## config.mk

```make
export PLATFORM = sky130hd
export DESIGN_NAME = bldc_hall_commutation_tracker_unit
export DESIGN_NICKNAME = d
export VERILOG_FILES = /design/src/bhct_pkg.sv /design/src/bldc_hall_commutation_tracker_unit.sv
export SDC_FILE = /design/constraint.sdc
export NUM_CORES = 1
export LEC_CHECK = 0
export BUFFER_PORTS_ARGS = -buffer_cell sky130_fd_sc_hd__buf_2
export CAP_MARGIN = 20
export CELL_PAD_IN_SITES_DETAIL_PLACEMENT = 1
export CELL_PAD_IN_SITES_GLOBAL_PLACEMENT = 1
export CORE_MARGIN = 3
export CORE_UTILIZATION = 40
export CTS_CLUSTER_SIZE = 14
export DETAILED_ROUTE_END_ITERATION = 10
export GPL_ROUTABILITY_DRIVEN = 0
export PLACE_DENSITY = 0.75
export SLEW_MARGIN = 10
export SYNTH_ARGS = -nofsm -noshare
export SYNTH_HDL_FRONTEND = slang
export SYNTH_SLANG_ARGS = --single-unit
```

## constraint.sdc

```tcl
create_clock -name clk -period 8.1 [get_ports clk]
set_clock_uncertainty 0.05 [all_clocks]
set_input_delay 1.62 -clock clk [delete_from_list [all_inputs] [get_ports clk]]
set_output_delay 1.62 -clock clk [all_outputs]
set_load 0.005 [all_outputs]
```

## src/bhct_pkg.sv

```systemverilog
// Package for the hall commutation tracker: request and result types,
// mode and register codes, and the fixed lookup tables. Depends on nothing.
`default_nettype none

package bhct_pkg;

  typedef enum logic [1:0] {
    MODE_HALL_EDGE    = 2'd0,
    MODE_CTRL_TICK    = 2'd1,
    MODE_HOME_DRIVE   = 2'd2,
    MODE_HOME_CAPTURE = 2'd3
  } mode_t;

  typedef enum logic [1:0] {
    REG_PHASE_LEAD      = 2'd0,
    REG_TORQUE_WIDTH    = 2'd1,
    REG_REPORT_INTERVAL = 2'd2
  } reg_idx_t;

  typedef struct packed {
    logic [1:0] mode;
    logic [2:0] hall_bits;
  } hall_req_t;

  typedef struct packed {
    logic [5:0]         drive_pattern;
    logic [9:0]         pulse_width;
    logic signed [31:0] rotor_position;
    logic signed [31:0] speed;
    logic               speed_report;
  } hall_rsp_t;

  localparam int unsigned PADDR_W = 4;
  localparam int unsigned PDATA_W = 32;

  localparam logic [9:0] MAX_PULSE       = 10'd1000;
  localparam logic [3:0] LEAD_RESET      = 4'd2;
  localparam logic [9:0] TORQUE_RESET    = 10'd300;
  localparam logic [7:0] INTERVAL_RESET  = 8'd10;

  localparam logic [5:0] DRIVE_LUT [8] = '{
    6'h12, 6'h18, 6'h09, 6'h21, 6'h24, 6'h06, 6'h00, 6'h00
  };

  localparam logic [2:0] ROTOR_LUT [8] = '{
    3'd7, 3'd5, 3'd3, 3'd4, 3'd1, 3'd0, 3'd2, 3'd7
  };

endpackage

`default_nettype wire

```

## src/bldc_hall_commutation_tracker_unit.sv

```systemverilog
// Six-step hall commutation tracker for a brushless motor.
// Depends on bhct_pkg for the request and result types and the lookup tables.
//
// Usage:
//   Requests arrive on in_valid/in_ready/in_req, one mode and three raw hall bits
//   each. Every request yields exactly one result on out_valid/out_ready/out_rsp.
//   A request is decoded, applied to the tracking state and written into the
//   result register at the edge that accepts it, so its result shows on out_rsp
//   in the next cycle. One request per cycle is taken as long as the result
//   register is empty or being drained; the single result register sets that
//   figure. When the receiver stalls, the result holds in place and in_ready
//   falls until it is taken, so no result is lost or overwritten.
//   Reset (rst, synchronous) empties the result register, clears origin, last
//   rotor state, position, speed baseline and tick counter, and loads the
//   registers with lead 2, torque width 300 us and report interval 10.
//   Registers sit on the APB port at 0x0 (phase lead), 0x4 (torque width) and
//   0x8 (report interval); write them only while no request is in flight.
`default_nettype none

module bldc_hall_commutation_tracker_unit (
  input  wire logic                      clk,
  input  wire logic                      rst,
  input  wire logic                      in_valid,
  output logic                           in_ready,
  input  wire bhct_pkg::hall_req_t       in_req,
  output logic                           out_valid,
  input  wire logic                      out_ready,
  output bhct_pkg::hall_rsp_t            out_rsp,
  input  wire logic                      psel,
  input  wire logic                      penable,
  input  wire logic                      pwrite,
  input  wire logic [bhct_pkg::PADDR_W-1:0] paddr,
  input  wire logic [bhct_pkg::PDATA_W-1:0] pwdata,
  output logic [bhct_pkg::PDATA_W-1:0]   prdata,
  output logic                           pready
);
  import bhct_pkg::*;

  // Wrapped rotor steps of +5 and -5 in a 4-bit signed difference.
  localparam logic [3:0] STEP_FWD_WRAP  = 4'b0101;
  localparam logic [3:0] STEP_BACK_WRAP = 4'b1011;
  localparam logic [5:0] SUM_BIAS       = 6'd18;

  // Configuration registers.
  logic [3:0]  phase_lead;
  logic [9:0]  torque_width;
  logic [7:0]  report_interval;

  // Tracking state. pos_delta is position minus the position at the last tick.
  logic [2:0]  origin_state;
  logic [2:0]  last_rotor;
  logic [31:0] position_count;
  logic [31:0] pos_delta;
  logic [7:0]  tick_counter;

  logic        accept;
  logic        cfg_write;
  reg_idx_t    cfg_idx;
  mode_t       mode;
  logic [2:0]  rotor;
  logic [5:0]  comm_sum;
  logic [2:0]  comm_state;
  logic [3:0]  step;
  logic [31:0] step_ext;
  logic [31:0] position_count_next;
  logic [31:0] pos_delta_next;
  logic [31:0] speed_val;
  logic [9:0]  width_sat;
  logic        report_due;
  hall_rsp_t   out_rsp_next;

  function automatic logic [2:0] mod6(input logic [5:0] v);
    logic [5:0] t;
    t = v;
    if (t >= 6'd24) t = t - 6'd24;
    if (t >= 6'd12) t = t - 6'd12;
    if (t >= 6'd6)  t = t - 6'd6;
    return t[2:0];
  endfunction

  assign pready    = 1'b1;
  assign in_ready  = !out_valid || out_ready;
  assign accept    = in_valid && in_ready;
  assign cfg_write = psel && penable && pwrite && pready;
  assign cfg_idx   = reg_idx_t'(paddr[3:2]);
  assign mode      = mode_t'(in_req.mode);
  assign rotor     = ROTOR_LUT[in_req.hall_bits];

  // The bias keeps the commutation sum positive (it spans 3 to 32), which
  // makes the remainder a true modulo even for a negative lead.
  assign comm_sum   = {3'b000, rotor} - {3'b000, origin_state}
                    + {{2{phase_lead[3]}}, phase_lead} + SUM_BIAS;
  assign comm_state = mod6(comm_sum);

  assign step = {1'b0, rotor} - {1'b0, last_rotor};

  always_comb begin
    case (step)
      STEP_FWD_WRAP:  step_ext = 32'hFFFF_FFFF;
      STEP_BACK_WRAP: step_ext = 32'd1;
      default:        step_ext = {{28{step[3]}}, step};
    endcase
  end

  assign width_sat  = (torque_width > MAX_PULSE) ? MAX_PULSE : torque_width;
  assign speed_val  = {pos_delta[28:0], 3'b000} + {pos_delta[30:0], 1'b0};
  assign report_due = tick_counter >= report_interval;

  always_comb begin
    position_count_next        = position_count;
    pos_delta_next             = pos_delta;
    out_rsp_next.drive_pattern = 6'd0;
    out_rsp_next.pulse_width   = 10'd0;
    out_rsp_next.speed         = 32'sd0;
    out_rsp_next.speed_report  = 1'b0;
    case (mode)
      MODE_HALL_EDGE: begin
        position_count_next        = position_count + step_ext;
        pos_delta_next             = pos_delta + step_ext;
        out_rsp_next.drive_pattern = DRIVE_LUT[comm_state];
        out_rsp_next.pulse_width   = width_sat;
      end
      MODE_CTRL_TICK: begin
        pos_delta_next            = 32'd0;
        out_rsp_next.speed        = speed_val;
        out_rsp_next.speed_report = report_due;
      end
      MODE_HOME_DRIVE: begin
        out_rsp_next.drive_pattern = DRIVE_LUT[0];
        out_rsp_next.pulse_width   = MAX_PULSE;
      end
      default: begin
      end
    endcase
    out_rsp_next.rotor_position = position_count_next;
  end

  always_ff @(posedge clk) begin
    if (rst) begin
      phase_lead      <= LEAD_RESET;
      torque_width    <= TORQUE_RESET;
      report_interval <= INTERVAL_RESET;
    end else if (cfg_write) begin
      case (cfg_idx)
        REG_PHASE_LEAD:      phase_lead      <= pwdata[3:0];
        REG_TORQUE_WIDTH:    torque_width    <= pwdata[9:0];
        REG_REPORT_INTERVAL: report_interval <= pwdata[7:0];
        default: begin
        end
      endcase
    end
  end

  always_comb begin
    case (cfg_idx)
      REG_PHASE_LEAD:      prdata = {28'd0, phase_lead};
      REG_TORQUE_WIDTH:    prdata = {22'd0, torque_width};
      REG_REPORT_INTERVAL: prdata = {24'd0, report_interval};
      default:             prdata = '0;
    endcase
  end

  always_ff @(posedge clk) begin
    if (rst) begin
      out_valid      <= 1'b0;
      origin_state   <= 3'd0;
      last_rotor     <= 3'd0;
      position_count <= 32'd0;
      pos_delta      <= 32'd0;
      tick_counter   <= 8'd0;
    end else begin
      if (accept) begin
        out_valid      <= 1'b1;
        position_count <= position_count_next;
        pos_delta      <= pos_delta_next;
        case (mode)
          MODE_HALL_EDGE:    last_rotor   <= rotor;
          MODE_CTRL_TICK:    tick_counter <= report_due ? 8'd0 : tick_counter + 8'd1;
          MODE_HOME_CAPTURE: origin_state <= rotor;
          default: begin
          end
        endcase
      end else if (out_ready) begin
        out_valid <= 1'b0;
      end
    end
  end

  always_ff @(posedge clk) begin
    if (accept) begin
      out_rsp <= out_rsp_next;
    end
  end

endmodule

`default_nettype wire

```

==> reports/metrics.cfg <==
[status]
status = complete, no violations

[drt]
drc_errors = 0
drt-wirelength-per-cell_um = 16.9
viasPerCell = 5.52
drt_wl_total_um = 32800
num_vias = 10673
detail-route-antenna-nets = 0
first_pass_iters = 4
first_iter_violations = 490

[synthesis]
yosys-top-cells-area = edfxtp_1 (19%), dfxtp_1 (16%), ha_1 (12%), nand2_1 (5.6%), a21oi_1 (4.9%)
synth_seq_area_share = 0.357
synth-async-reset-ratio = 0
synth_cell_types = 75
syn_avg_cell_area_sq_um = 8.60
synth_top_area_cell = edfxtp_1
synth_edf_count = 80
synth_top_area_share = 0.195
yosysWarningCount = 0
ys_dominant_reg_cell = dfxtp_1
netlist_instances = 1435
ys_ff_latch = 180
syn-cell-area_sq_um = 12300

[critical_path]
slowest_delay_ns = 0.64
start_kind = input pin
arrival_ns = 7.09
path_common_cell = ha_1
end_kind = flop
critPathMaxFanout = 11
path_cells = buf_2, ha_1, mux2_2, ha_1, fa_1, fa_1, inv_1, ha_1, clkinv_1, xnor2_1, ha_1, or2_2, o21ai_0, mux2i_1, o32a_1, o211a_1, o21a_2, o21ai_4, xnor2_1, ha_1, o21ai_0, a211oi_1, a211o_1
critPathKind = input pin to flop
critPathTopFamily = adder cells
slowest_stage = fa_1
required_ns = 8.23
path_buf_inv = 3

[sta]
holdWs_ns = 0.416
fmax_mhz = 144
layout_setup_ws_ns = 1.14
worst_pin_slew_ns = 0.972
final_hold_viol_count = 0
finalSetupTns_ns = 0
rsz0062_at_grt = false
relSlewSlack = 0.352
setup_viol = 0
finalCritPeriodShare = 0.859
slew_violations = 0
layout_min_cycle_time_ns = 6.96

[cts]
cts_sinks = 180
clockBufferDepth = 2
cts_tree = done
clk_latency_ns = 0.44
cts_resized = 0
cts_hold_repair.buffers = 0
cts_buffers = 17
clk_pin_slew_ns = 0.07
clockRootBuffer = clkbuf_16
post_cts_buffers = 0
cts_htree_levels = 4

[grt]
grt-ovfl-total = 0
use_met3 = 0.0266
grt_pass1_vias = 11091
grt_antenna_before_repair = 0
grtUsageMet1 = 0.253
top_usage_layer = met2
grt_pass1_wl_um = 55100
met2_usage = 0.358
track_usage = 0.198
grt_max_degree = 74

[floorplanning]
die_area_sq_um = 33000
die_w_um = 182
core_sq_um = 30000
start_util = 0.411
rows = 63
die-height_um = 182
io_pins = 164

[power_and_ir_drop]
vdd_drop_max_mv = 0.159
power_density_nw_per_um2 = 202
p_leak_nw = 6.27

[final_layout]
antenna_cells = 0
syn2layout_area_growth_pct = 12.0
fillers = 3641
nNetsFinal = 1700
finalInstanceArea_sq_um = 13800
drive_above_1_share = 0.118

[placed_design]
place_hpwl_um = 23900
port-buffer-count = 115
dp_slack_ns = 0.756
placed_cell_area_sq_um = 13200

[hold_path]
min_path_type = flop to flop

[job]
cap_violations = 0

## cell families (layout without fill, tap and decap cells)
group	after synthesis	in the layout	share of synthesized area
adders and majority gates	120	120	0.125
AOI/OAI and AO/OA	383	383	0.200
muxes	24	24	0.0197
buffers and inverters	132	220	0.0482
other	2	24	0.000609
xor gates and xnor gates	88	88	0.0625
and+or+nand+nor	506	506	0.187
DFF	180	180	0.357
## worst min-delay path, cell delays in order (launching register included)
cell	delay [ns]
dfxtp_1	0.31
nand2_1	0.05
a21oi_1	0.06
## final timing paths
| check | cells past startpoint | from | slack (ns) | end |
|---|---|---|---|---|
| setup reg to reg | 20 | origin_state[0]$_SDFFE_PP0P_ | 2.74 | out_rsp[80]$_DFFE_PP_ |
| setup / recovery | 23 | in_req[0] | 1.14 | out_rsp[80]$_DFFE_PP_ |
| hold / removal | 2 | last_rotor[2]$_SDFFE_PP0P_ | 0.42 | last_rotor[2]$_SDFFE_PP0P_ |
| hold reg to reg | 2 | last_rotor[2]$_SDFFE_PP0P_ | 0.42 | last_rotor[2]$_SDFFE_PP0P_ |
## synth_stat cells, types with 11 or more instances
master and number:
o21bai_1 13, xnor2_1 50, nor2_1 150, nor2b_1 14
dfxtp_1 100, nand2_1 185, nor3_1 29, a21oi_1 121
mux2i_1 22, nand3_1 28, nand2b_1 16, inv_1 57
and3_1 19, ha_1 114, buf_4 24, xor2_1 38
a22oi_1 19, a21o_1 55, o21a_1 17, clkbuf_1 45
edfxtp_1 80, o21ai_0 76, nand4_1 12, nand3b_1 11
## stage by stage
step	utilization	power (W)	std cells
2_1_floorplan	-	0.00175	1457
3_3_place_gp	0.441	0.00193	1903
3_5_place_dp	0.441	0.00197	1903
4_1_cts	0.460	0.00282	1935
5_1_grt	0.460	0.00298	1935
6_report	0.460	0.00279	1935
## cells in the final DEF, fill, tap and decap left out, types with 22 or more instances in the layout
cell      count
conb_1       24
ha_1        114
xnor2_1      50
nor3_1       29
a21o_1       55
o21ai_0      76
mux2i_1      22
xor2_1       38
nand3_1      28
a21oi_1     121
buf_2       114
dfxtp_1     100
nor2_1      149
inv_1        56
nand2_1     185
edfxtp_1     80
## metal layers
layer | wire [um] | part of all wire
met5 | 0 | 0
met4 | 433 | 0.013
met3 | 772 | 0.024
met2 | 16400 | 0.50
met1 | 15200 | 0.46
## registers in the layout (all words and copies together) (netlist names)
| signal | flops |
|---|---|
| torque_width | 10 |
| pos_delta | 31 |
| position_count | 32 |
| phase_lead | 4 |
| tick_counter | 8 |
| origin_state | 3 |
| last_rotor | 3 |
| report_interval | 8 |
| out_valid | 1 |
| out_rsp | 80 |
## final cells by class
class | instances | area [sq um] | area share
multi-input cells | 1145 | 7440 | 0.538
clock inverters | 14 | 151 | 0.0110
well taps | 390 | 488 | 0.0353
repair buffers | 129 | 683 | 0.0494
inverters | 59 | 224 | 0.0162
flip-flops and latches | 180 | 4400 | 0.319
clock buffers | 18 | 429 | 0.0310
## where the power goes
group | internal, W | switching, W | leakage [nW]
sequential | 0.00101 | 0.0000325 | 1.62
combinational | 0.000355 | 0.000548 | 4.37
clock | 0.000459 | 0.000384 | 0.283
total | 0.00183 | 0.000964 | 6.27
(Power assumes the default switching activity.)
